### config.mk
export PLATFORM = sky130hd
export DESIGN_NAME = prime_test_trial_division
export DESIGN_NICKNAME = d
export VERILOG_FILES = /design/src/hw/rtl/ptd_pkg.sv /design/src/hw/rtl/ptd_datapath.sv /design/src/hw/rtl/ptd_ctrl.sv /design/src/hw/rtl/prime_test_trial_division.sv
export SDC_FILE = /design/constraint.sdc
export NUM_CORES = 1
export LEC_CHECK = 0
export CAP_MARGIN = 0
export CORE_ASPECT_RATIO = 1.25
export CORE_MARGIN = 10
export CORE_UTILIZATION = 67
export CTS_BUF_LIST = sky130_fd_sc_hd__clkbuf_2
export DETAILED_ROUTE_END_ITERATION = 6
export DONT_BUFFER_PORTS = 1
export GPL_TIMING_DRIVEN = 0
export PLACE_DENSITY = 0.93
export SYNTH_ARGS = -nofsm -noshare
export SYNTH_HDL_FRONTEND = slang
export SYNTH_HIERARCHICAL = 1
export SYNTH_SLANG_ARGS = --single-unit
export TNS_END_PERCENT = 1
### constraint.sdc
create_clock -name i_clk -period 11.59 [get_ports i_clk]
set_clock_uncertainty 0.2 [all_clocks]
set_input_delay 2.318 -clock i_clk [delete_from_list [all_inputs] [get_ports i_clk]]
set_output_delay 2.318 -clock i_clk [all_outputs]
set_load 0.02 [all_outputs]
### src/hw/rtl/ptd_pkg.sv
// ----------------------------------------------------------------------------
// ptd_pkg
// shared types for the trial division primality tester: controller states
// and the command and status groups between controller and datapath
// ----------------------------------------------------------------------------
`default_nettype none

package ptd_pkg;

    typedef enum logic [2:0] {
        ST_IDLE,
        ST_CLASSIFY,
        ST_BOUND,
        ST_DIVIDE,
        ST_TEST,
        ST_FINISH
    } t_state;

    // controller to datapath
    typedef struct packed {
        logic load_value;   // capture input word
        logic init_trial;   // divisor 3, square 9
        logic start_div;    // clear remainder, bit index to msb
        logic div_step;     // one restoring remainder step
        logic next_trial;   // divisor += 2, square updated
        logic set_verdict;  // store verdict bit
        logic verdict;      // verdict value when set_verdict
        logic out_load;     // move verdict into output register
    } t_cmd;

    // datapath to controller
    typedef struct packed {
        logic le_one;       // value is 0 or 1
        logic is_two;       // value is 2
        logic is_even;      // value lsb clear
        logic sq_gt;        // divisor squared exceeds value
        logic last_bit;     // remainder step on bit 0
        logic rem_zero;     // remainder is zero
        logic out_free;     // output register can take a word this cycle
    } t_status;

endpackage

`default_nettype wire

### src/hw/rtl/ptd_datapath.sv
// ----------------------------------------------------------------------------
// ptd_datapath
// value, divisor, divisor square, bit-serial remainder and output register
// ----------------------------------------------------------------------------
`default_nettype none

module ptd_datapath #(
    parameter int VALUE_WIDTH = 32
) (
    input  wire                     i_clk,
    input  wire                     i_rst_n,
    input  ptd_pkg::t_cmd           i_cmd,
    input  wire [VALUE_WIDTH-1:0]   i_value,
    input  wire                     i_out_stall,
    output ptd_pkg::t_status        o_status,
    output logic                    o_out_valid,
    output logic                    o_is_prime
);

    localparam int IDX_W = $clog2(VALUE_WIDTH);
    localparam int SQ_W  = VALUE_WIDTH + 2;

    logic [VALUE_WIDTH-1:0] r_value;
    logic [VALUE_WIDTH-1:0] r_div;
    logic [SQ_W-1:0]        r_sq;
    logic [VALUE_WIDTH:0]   r_rem;
    logic [IDX_W-1:0]       r_bit;
    logic                   r_verdict;
    logic                   r_out_valid;
    logic                   r_out_prime;

    logic [VALUE_WIDTH:0]   n_shift;
    logic [VALUE_WIDTH:0]   n_rem;
    logic [SQ_W-1:0]        n_sq;

    // restoring remainder step
    always_comb begin
        n_shift = {r_rem[VALUE_WIDTH-1:0], r_value[r_bit]};
        if (n_shift >= {1'b0, r_div}) begin
            n_rem = n_shift - {1'b0, r_div};
        end else begin
            n_rem = n_shift;
        end
    end

    // (d+2)^2 = d^2 + 4d + 4
    assign n_sq = r_sq + {r_div, 2'b00} + SQ_W'(4);

    always_ff @(posedge i_clk) begin
        if (i_cmd.load_value) begin
            r_value <= i_value;
        end
        if (i_cmd.init_trial) begin
            r_div <= VALUE_WIDTH'(3);
            r_sq  <= SQ_W'(9);
        end else if (i_cmd.next_trial) begin
            r_div <= r_div + VALUE_WIDTH'(2);
            r_sq  <= n_sq;
        end
        if (i_cmd.start_div) begin
            r_rem <= '0;
        end else if (i_cmd.div_step) begin
            r_rem <= n_rem;
        end
        if (i_cmd.set_verdict) begin
            r_verdict <= i_cmd.verdict;
        end
        if (i_cmd.out_load) begin
            r_out_prime <= r_verdict;
        end
    end

    always_ff @(posedge i_clk) begin
        if (!i_rst_n) begin
            r_bit       <= '0;
            r_out_valid <= 1'b0;
        end else begin
            if (i_cmd.start_div) begin
                r_bit <= IDX_W'(VALUE_WIDTH - 1);
            end else if (i_cmd.div_step) begin
                r_bit <= r_bit - IDX_W'(1);
            end
            if (i_cmd.out_load) begin
                r_out_valid <= 1'b1;
            end else if (!i_out_stall) begin
                r_out_valid <= 1'b0;
            end
        end
    end

    always_comb begin
        o_status.le_one   = (r_value <= VALUE_WIDTH'(1));
        o_status.is_two   = (r_value == VALUE_WIDTH'(2));
        o_status.is_even  = ~r_value[0];
        o_status.sq_gt    = (r_sq > {2'b00, r_value});
        o_status.last_bit = (r_bit == '0);
        o_status.rem_zero = (r_rem == '0);
        o_status.out_free = ~r_out_valid | ~i_out_stall;
    end

    assign o_out_valid = r_out_valid;
    assign o_is_prime  = r_out_prime;

endmodule

`default_nettype wire

### src/hw/rtl/ptd_ctrl.sv
// ----------------------------------------------------------------------------
// ptd_ctrl
// sequencer: special cases, bound check, remainder loop, result handoff
// ----------------------------------------------------------------------------
`default_nettype none

module ptd_ctrl (
    input  wire               i_clk,
    input  wire               i_rst_n,
    input  wire               i_valid,
    input  ptd_pkg::t_status  i_status,
    output ptd_pkg::t_cmd     o_cmd,
    output logic              o_busy
);

    ptd_pkg::t_state r_state;
    ptd_pkg::t_state n_state;

    always_ff @(posedge i_clk) begin
        if (!i_rst_n) begin
            r_state <= ptd_pkg::ST_IDLE;
        end else begin
            r_state <= n_state;
        end
    end

    // next state
    always_comb begin
        n_state = r_state;
        case (r_state)
            ptd_pkg::ST_IDLE: begin
                if (i_valid) n_state = ptd_pkg::ST_CLASSIFY;
            end
            ptd_pkg::ST_CLASSIFY: begin
                if (i_status.le_one || i_status.is_two || i_status.is_even) begin
                    n_state = ptd_pkg::ST_FINISH;
                end else begin
                    n_state = ptd_pkg::ST_BOUND;
                end
            end
            ptd_pkg::ST_BOUND: begin
                if (i_status.sq_gt) n_state = ptd_pkg::ST_FINISH;
                else                n_state = ptd_pkg::ST_DIVIDE;
            end
            ptd_pkg::ST_DIVIDE: begin
                if (i_status.last_bit) n_state = ptd_pkg::ST_TEST;
            end
            ptd_pkg::ST_TEST: begin
                if (i_status.rem_zero) n_state = ptd_pkg::ST_FINISH;
                else                   n_state = ptd_pkg::ST_BOUND;
            end
            ptd_pkg::ST_FINISH: begin
                if (i_status.out_free) n_state = ptd_pkg::ST_IDLE;
            end
            default: n_state = ptd_pkg::ST_IDLE;
        endcase
    end

    // commands
    always_comb begin
        o_cmd  = '0;
        o_busy = 1'b1;
        case (r_state)
            ptd_pkg::ST_IDLE: begin
                o_busy           = 1'b0;
                o_cmd.load_value = i_valid;
            end
            ptd_pkg::ST_CLASSIFY: begin
                o_cmd.init_trial  = 1'b1;
                o_cmd.set_verdict = 1'b1;
                o_cmd.verdict     = i_status.is_two;
            end
            ptd_pkg::ST_BOUND: begin
                o_cmd.start_div   = ~i_status.sq_gt;
                o_cmd.set_verdict = i_status.sq_gt;
                o_cmd.verdict     = 1'b1;
            end
            ptd_pkg::ST_DIVIDE: begin
                o_cmd.div_step = 1'b1;
            end
            ptd_pkg::ST_TEST: begin
                o_cmd.next_trial  = ~i_status.rem_zero;
                o_cmd.set_verdict = i_status.rem_zero;
                o_cmd.verdict     = 1'b0;
            end
            ptd_pkg::ST_FINISH: begin
                o_cmd.out_load = i_status.out_free;
            end
            default: o_busy = 1'b1;
        endcase
    end

    a_load_when_free: assert property (@(posedge i_clk) disable iff (!i_rst_n)
        o_cmd.out_load |-> i_status.out_free)
        else $error("output register loaded while occupied");

    a_accept_to_classify: assert property (@(posedge i_clk) disable iff (!i_rst_n)
        (r_state == ptd_pkg::ST_IDLE && i_valid) |=> (r_state == ptd_pkg::ST_CLASSIFY))
        else $error("accepted word not classified");

    a_divide_ends: assert property (@(posedge i_clk) disable iff (!i_rst_n)
        (r_state == ptd_pkg::ST_DIVIDE && i_status.last_bit) |=>
        (r_state == ptd_pkg::ST_TEST))
        else $error("remainder loop did not end on last bit");

    a_finish_holds: assert property (@(posedge i_clk) disable iff (!i_rst_n)
        (r_state == ptd_pkg::ST_FINISH && !i_status.out_free) |=>
        (r_state == ptd_pkg::ST_FINISH))
        else $error("verdict dropped while output stalled");

endmodule

`default_nettype wire

### src/hw/rtl/prime_test_trial_division.sv
// ----------------------------------------------------------------------------
// prime_test_trial_division
// primality test by trial division over odd divisors, one word in, one
// verdict word out
// ----------------------------------------------------------------------------
//
//  channel  direction  handshake            payload
//  -------  ---------  -------------------  -----------------------------
//  input    in         i_valid / o_stall    i_value [VALUE_WIDTH-1:0]
//  output   out        o_valid / i_stall    o_is_prime
//
//  0, 1, 2 and even values go from classify straight to finish; an odd value
//  runs, per divisor tried, a bound check, the bit-serial remainder loop over
//  all W = VALUE_WIDTH bits and a zero test (a 32-bit prime near 2^32 tries
//  about 2^15 divisors)
//  one word in flight; the next is taken once the verdict is registered
//  reset clears controller state and output valid; o_stall is high away from idle
//
`default_nettype none

module prime_test_trial_division #(
    parameter int VALUE_WIDTH = 32
) (
    input  wire                     i_clk,
    input  wire                     i_rst_n,
    // input channel
    input  wire                     i_valid,
    output logic                    o_stall,
    input  wire [VALUE_WIDTH-1:0]   i_value,
    // output channel
    output logic                    o_valid,
    input  wire                     i_stall,
    output logic                    o_is_prime
);

    ptd_pkg::t_cmd    w_cmd;
    ptd_pkg::t_status w_status;
    logic             w_busy;

    // sequencer: walks special cases, divisor bound and remainder loop
    ptd_ctrl u_ctrl (
        .i_clk    (i_clk),
        .i_rst_n  (i_rst_n),
        .i_valid  (i_valid),
        .i_status (w_status),
        .o_cmd    (w_cmd),
        .o_busy   (w_busy)
    );

    // datapath: value, divisor, running square, remainder, output register
    ptd_datapath #(
        .VALUE_WIDTH (VALUE_WIDTH)
    ) u_datapath (
        .i_clk       (i_clk),
        .i_rst_n     (i_rst_n),
        .i_cmd       (w_cmd),
        .i_value     (i_value),
        .i_out_stall (i_stall),
        .o_status    (w_status),
        .o_out_valid (o_valid),
        .o_is_prime  (o_is_prime)
    );

    // input side is held off while a word is being tested
    assign o_stall = w_busy;

endmodule

`default_nettype wire
==> impl_metrics.toml, run 1 <==
[synthesis]
yosys_warnings = 6
synth_cell_types = 79
syn_area_per_cell_um2 = 8.75
syn_inst = 1197
syn_area_um2 = 10500
synth_edf_count = 34
synth_ff_type = "dfxtp_1"
synth-seq-cells = 138
synth.net_count = 1358
synthArstFlopShare = 0
ys_seq_area_frac = 0.296

[detailed_routing]
first_pass_iters = 6
drt_iter0_drc = 758
wl_um = 28100
drtAntennaViolNets = 0
drc = 0
wl_per_cell_um = 19.4
via_count = 9358
via_per_inst = 6.49

[floorplanning]
row_count = 51
ioPinCount = 39
dieArea_um2 = 21100
die_h_um = 160
fp.dieW_um = 132
start_util = 0.678
core_um2 = 15400

[placed_design]
dp_cells = 1410
portBuffers = 0
gp_congestion = 1.02
dp_hpwl_um = 22000

[setup_path]
cp_max_fo = 6
cpMaxStageDelayCell = "a221oi_1"
critical_path_class = "reg -> reg"
crit_top_cell = "a2111oi_4"
rrSetupSlack_ps = 5940
end_kind = "flip-flop"
cpPeakStageDelay_ps = 640
critPathLaunchType = "flip-flop"
worstPathArrival_ps = 6170
crit_required_ps = 12110
crit_chain = "mux4_1 -> mux2_2 -> a221oi_1 -> nor2_1 -> fa_1 -> a211o_1 -> a21oi_2 -> a211oi_1 -> or4b_4 -> a2111oi_4 -> o31ai_2 -> a2111oi_4 -> o211ai_1 -> a211oi_2"
cp_top_family = "compound AO/OA/AOI/OAI gates"
critPathBufInv = 0

[clock_network]
holdBufCountCts = 0
ctsLongestPathBuffers = 2
cts_root_buffer = "clkbuf_2"
clkTransAtPathRegs_ps = 230
cts_setup_buffers = 0
cts_resized = 0
cts_tree = "done"
numCtsBuffers = 17
cts_num_sinks = 138
worst_skew_pair.late_latency_ps = 780
htree_num_levels = 4

[job]
max-cap-violations = 0

[status]
status = "complete, no violations"

[power_and_ir_drop]
ir_drop_mv = 0.174
p_leak_nw = 4.93
cellPowerDensity_nw_per_um2 = 251

[timing]
finalMaxSlewViolations = 0
whs_ps = 260
period_minus_slack_ps = 5650
max_slew_margin = 0.420
rsz0062_at_grt = "false"
fmax_mhz = 177
tns_ps = 0
hold_viol_final = 0
setup_viol = 0
tightest_slew_ps = 869
post-route-period-util = 0.487

[cells_and_area]
layout_common_cells = "133 x nor2_1, 123 x ha_1, 104 x dfxtp_1"
multi_input_area_um2 = 6860
fin_cells = 1443
num-nets-final = 1378
final_common_cell = "nor2_1"
fillCellCount = 1195
area_delta_synth_final_pct = 4.89
drive_above_1_share = 0.0561
final_util = 0.711
seq_area_um2 = 3100

[global_routing]
grt_overflow = 0
grt_pass1_wl_um = 44300
antenna_found_initial = 1
grt_max_degree = 25
track_usage = 0.256
grt_pass1_vias = 9123

[worst_hold_path]
hold_path.class = "reg -> reg"
[area by class of cell]
type,count,share of cell area
multi-input cells,928,0.624
flip-flops and latches,138,0.282
inverters,90,0.0307
well taps,212,0.0241
plain buffers,41,0.0165
clock inverters,15,0.0129
clock buffers,17,0.00774
repair buffers,1,0.00137
diodes,1,0.000228
[cells in the mapped netlist (5+ instances only)]
cell type / count / area, um2
inv_1: 90 / 338
o22ai_1: 7 / 43.8
nor3_1: 21 / 105
a21o_1: 45 / 338
and3_1: 11 / 68.8
xnor2_1: 59 / 517
mux4_2: 6 / 135
o221ai_1: 5 / 43.8
a221oi_1: 5 / 43.8
o21bai_1: 8 / 60.1
xor2_1: 19 / 166
and2_1: 6 / 37.5
o21ai_0: 37 / 185
dfxtp_1: 104 / 2080
nor2b_1: 14 / 87.6
nor2_1: 134 / 503
or3_1: 12 / 75.1
ha_1: 123 / 1540
and4_1: 5 / 43.8
nand3_1: 20 / 100
a211oi_1: 38 / 285
a21oi_1: 70 / 350
nor4_1: 20 / 125
nand4_1: 26 / 163
o21a_1: 10 / 75.1
edfxtp_1: 34 / 1020
o31ai_1: 5 / 37.5
a31oi_1: 9 / 56.3
o21ai_1: 11 / 55.1
mux2i_1: 40 / 400
buf_2: 10 / 50.1
clkbuf_1: 26 / 97.6
nand2_1: 57 / 214
nand2b_1: 20 / 125
a22o_1: 10 / 87.6
[flip-flops by register name, indices dropped and copies added (netlist names)]
signal and cells:
u_datapath/o_is_prime 1, u_ctrl/r_state 3, u_datapath/r_sq 31, u_datapath/r_rem 33, u_datapath/r_verdict 1, u_datapath/o_out_valid 1, u_datapath/r_bit 5, u_datapath/r_div 31
u_datapath/r_value 32
[cells by family after synthesis]
group,count (synthesis),share of synthesized area
AOI/OAI and AO/OA,303,0.202
xor gates and xnor gates,78,0.0652
adders and majority gates,125,0.151
buffers and inverters,131,0.0496
DFF,138,0.296
muxes,53,0.0601
and+or+nand+nor,369,0.176
[stage by stage]
stage               worst slack [ps]  area (um2)  total power, mW
floorplan                       6890       10500             2.03
global placement                6110       10700             2.37
detailed placement              6080       10800             2.43
CTS                             6030       11000             2.71
global route                    5830       11000             2.92
finish                          5940       11000             2.75
[metal layers]
layer / track usage / vias to the layer above / part of all wire
met2: 0.454 / 391 / 0.50
met1: 0.272 / 4421 / 0.39
met3: 0.0508 / 114 / 0.058
met4: 0.159 / 0 / 0.056
met5: 0 / - / 0
li1: - / 4432 / -
[where the power goes]
part / switching (mW) / internal (mW)
clock: 0.201 / 0.0814
sequential: 0.107 / 0.597
combinational: 1.04 / 0.729
total: 1.35 / 1.41
[path summary, 6_finish.rpt]
kind | start | end | depth (start not counted)
setup / recovery | u_datapath/r_value[28]$_DFFE_PP_ | u_datapath/r_rem[32]$_SDFFE_PP0P_ | 14
hold / removal | u_datapath/r_verdict$_DFFE_PP_ | u_datapath/o_is_prime$_DFFE_PP_ | 0
setup reg to reg | u_datapath/r_value[28]$_DFFE_PP_ | u_datapath/r_rem[32]$_SDFFE_PP0P_ | 14
hold reg to reg | u_datapath/r_verdict$_DFFE_PP_ | u_datapath/o_is_prime$_DFFE_PP_ | 0
Note: power is estimated with default switching activity, not from simulation.
==> inputs of run 2 (changes only) <==
- CORE_UTILIZATION: 67 -> 61
- PLACE_DENSITY: 0.93 -> 0.9
- clock period: 11.59 -> 5.06 ns (I/O delays scaled with it)
==> run 2 against run 1 <==
The run now ends with design-rule violations left. Largest power group unchanged. Via count is 0.42% higher. Sequential power increased by 130%. Combinational power increased by 140%. Worst hold slack worse by 88 ps. Highest routed layer unchanged. Critical path type unchanged. Core utilization fell by 5.0 points. Wire length shrank 1.2%. Critical path depth did not move.
==> impl_metrics.toml, run 2 (synthesis results as in run 1) <==
[global_routing]
grt_pass1_wl_um = 44200
grt_pass1_vias = 9180
grt_max_degree = 25
track_usage = 0.239
grt_overflow = 0
antenna_found_initial = 1

[clock_network]
ctsLongestPathBuffers = 2
worst_skew_pair.late_latency_ps = 740
numCtsBuffers = 17
htree_num_levels = 4
clkTransAtPathRegs_ps = 190
cts_tree = "done"
cts_root_buffer = "clkbuf_2"
cts_num_sinks = 138
holdBufCountCts = 0

[placed_design]
portBuffers = 0
gp_congestion = 0.989
dp_cells = 1418
dp_hpwl_um = 21600
placed_area_um2 = 10800
place_ws_ps = -446

[floorplanning]
dieArea_um2 = 22800
start_util = 0.622
fp.dieW_um = 137
core_um2 = 16800
ioPinCount = 39
die_h_um = 167
row_count = 53

[timing]
post-route-period-util = 0.989
setup_ws_ps = 53.2
rsz0062_at_grt = "true"
fmax_mhz = 200
period_minus_slack_ps = 5010
finalMaxSlewViolations = 0
whs_ps = 172
max_slew_margin = 0.429
tns_ps = 0
setup_viol = 0
tightest_slew_ps = 849
hold_viol_final = 0

[detailed_routing]
drt_iter0_drc = 885
wl_per_cell_um = 19.1
wl_um = 27700
via_per_inst = 6.46
dr_wl_met3_um = 1440
drt-met1-wl_um = 11000
drc = 5
highest_layer = "met4"
first_pass_iters = 7
dr_wl_met2_um = 13900
drtAntennaViolNets = 0
via_count = 9397

[setup_path]
end_kind = "flip-flop"
cpMaxStageDelayCell = "or4b_4"
critPathLaunchType = "flip-flop"
cpPeakStageDelay_ps = 560
rrSetupSlack_ps = 50
crit_top_cell = "a2111oi_4"
worstPathArrival_ps = 5450
cp_max_fo = 6
crit_required_ps = 5510
crit_chain = "mux4_2 -> mux2_4 -> a221oi_4 -> nor2_4 -> fa_2 -> a211o_1 -> a21oi_4 -> a211oi_4 -> or4b_4 -> a2111oi_4 -> o31ai_4 -> a2111oi_4 -> o211ai_1 -> a211oi_2"
critical_path_class = "reg -> reg"

[cells_and_area]
fin_cells = 1455
drive_above_1_share = 0.0648
layout_common_cells = "132 x nor2_1, 123 x ha_1, 103 x dfxtp_1"
final_util = 0.661
num-nets-final = 1382
final_cell_area_um2 = 11100
largest_reg_flops = 33
final_common_cell = "nor2_1"
area_delta_synth_final_pct = 6.32
largest_register = "u_datapath/r_rem"
top_regs = "u_datapath/r_rem x33, u_datapath/r_value x32"

[power_and_ir_drop]
ir_drop_mv = 0.349
power.total_mw = 6.51
cellPowerDensity_nw_per_um2 = 585
p_leak_nw = 4.99

[status]
violations = "design-rule violations"
status = "finished with violations"

[job]
max-cap-violations = 0

[worst_hold_path]
hold_path.class = "in -> reg"
[run 2: cell types whose count changed in the layout (fill, tap and decap cells not counted), sizes merged]
cell | previous run | this run
buf | 16 | 19
bufinv | 1 | 4
clkbuf | 43 | 46
inv | 95 | 92
clkinvlp | 4 | 2
[run 2: area by class of cell]
type                    instances  area, um2
well taps                     220        275
repair buffers                  5       45.0
plain buffers                  41        186
inverters                      90        338
diodes                          1       2.50
multi-input cells             928       6910
clock buffers                  19       95.1
clock inverters                13        175
flip-flops and latches        138       3110
fillers                      1346       5710
[run 2: worst max-delay path, delay by kind of cell (launching register included)]
family	cells	cell delay, ps
AO/OA/AOI/OAI	9	2370
multiplexers	2	800
AND/OR/NAND/NOR	2	660
flip-flops	1	500
adder cells (fa/ha/maj)	1	390
[run 2: path summary, 6_finish.rpt]
kind                                     from                           endpoint  cells after the start
max          u_datapath/r_value[31]$_DFFE_PP_  u_datapath/r_rem[32]$_SDFFE_PP0P_                     14
min                               i_value[28]   u_datapath/r_value[28]$_DFFE_PP_                      0
max reg2reg  u_datapath/r_value[31]$_DFFE_PP_  u_datapath/r_rem[32]$_SDFFE_PP0P_                     14
min reg2reg    u_datapath/r_verdict$_DFFE_PP_    u_datapath/o_is_prime$_DFFE_PP_                      0
[run 2: per-layer routing]
layer,GRT usage,up-vias
li1,-,4446
met4,0.137,0
met2,0.415,406
met3,0.0458,109
met1,0.262,4436
met5,0,-
[run 2: what timing repair did]
item | in CTS | in global routing
gates cloned | 0 | 0
endpoints found under the setup margin | 6 | 4
resized for setup | 7 | 9
setup buffers | 3 | 1
pin swaps | 3 | 5
[run 2: power by group]
group	switching, mW	internal (mW)	total (mW)
sequential	0.246	1.37	1.61
clock	0.414	0.325	0.740
combinational	2.43	1.73	4.16
total	3.09	3.42	6.51
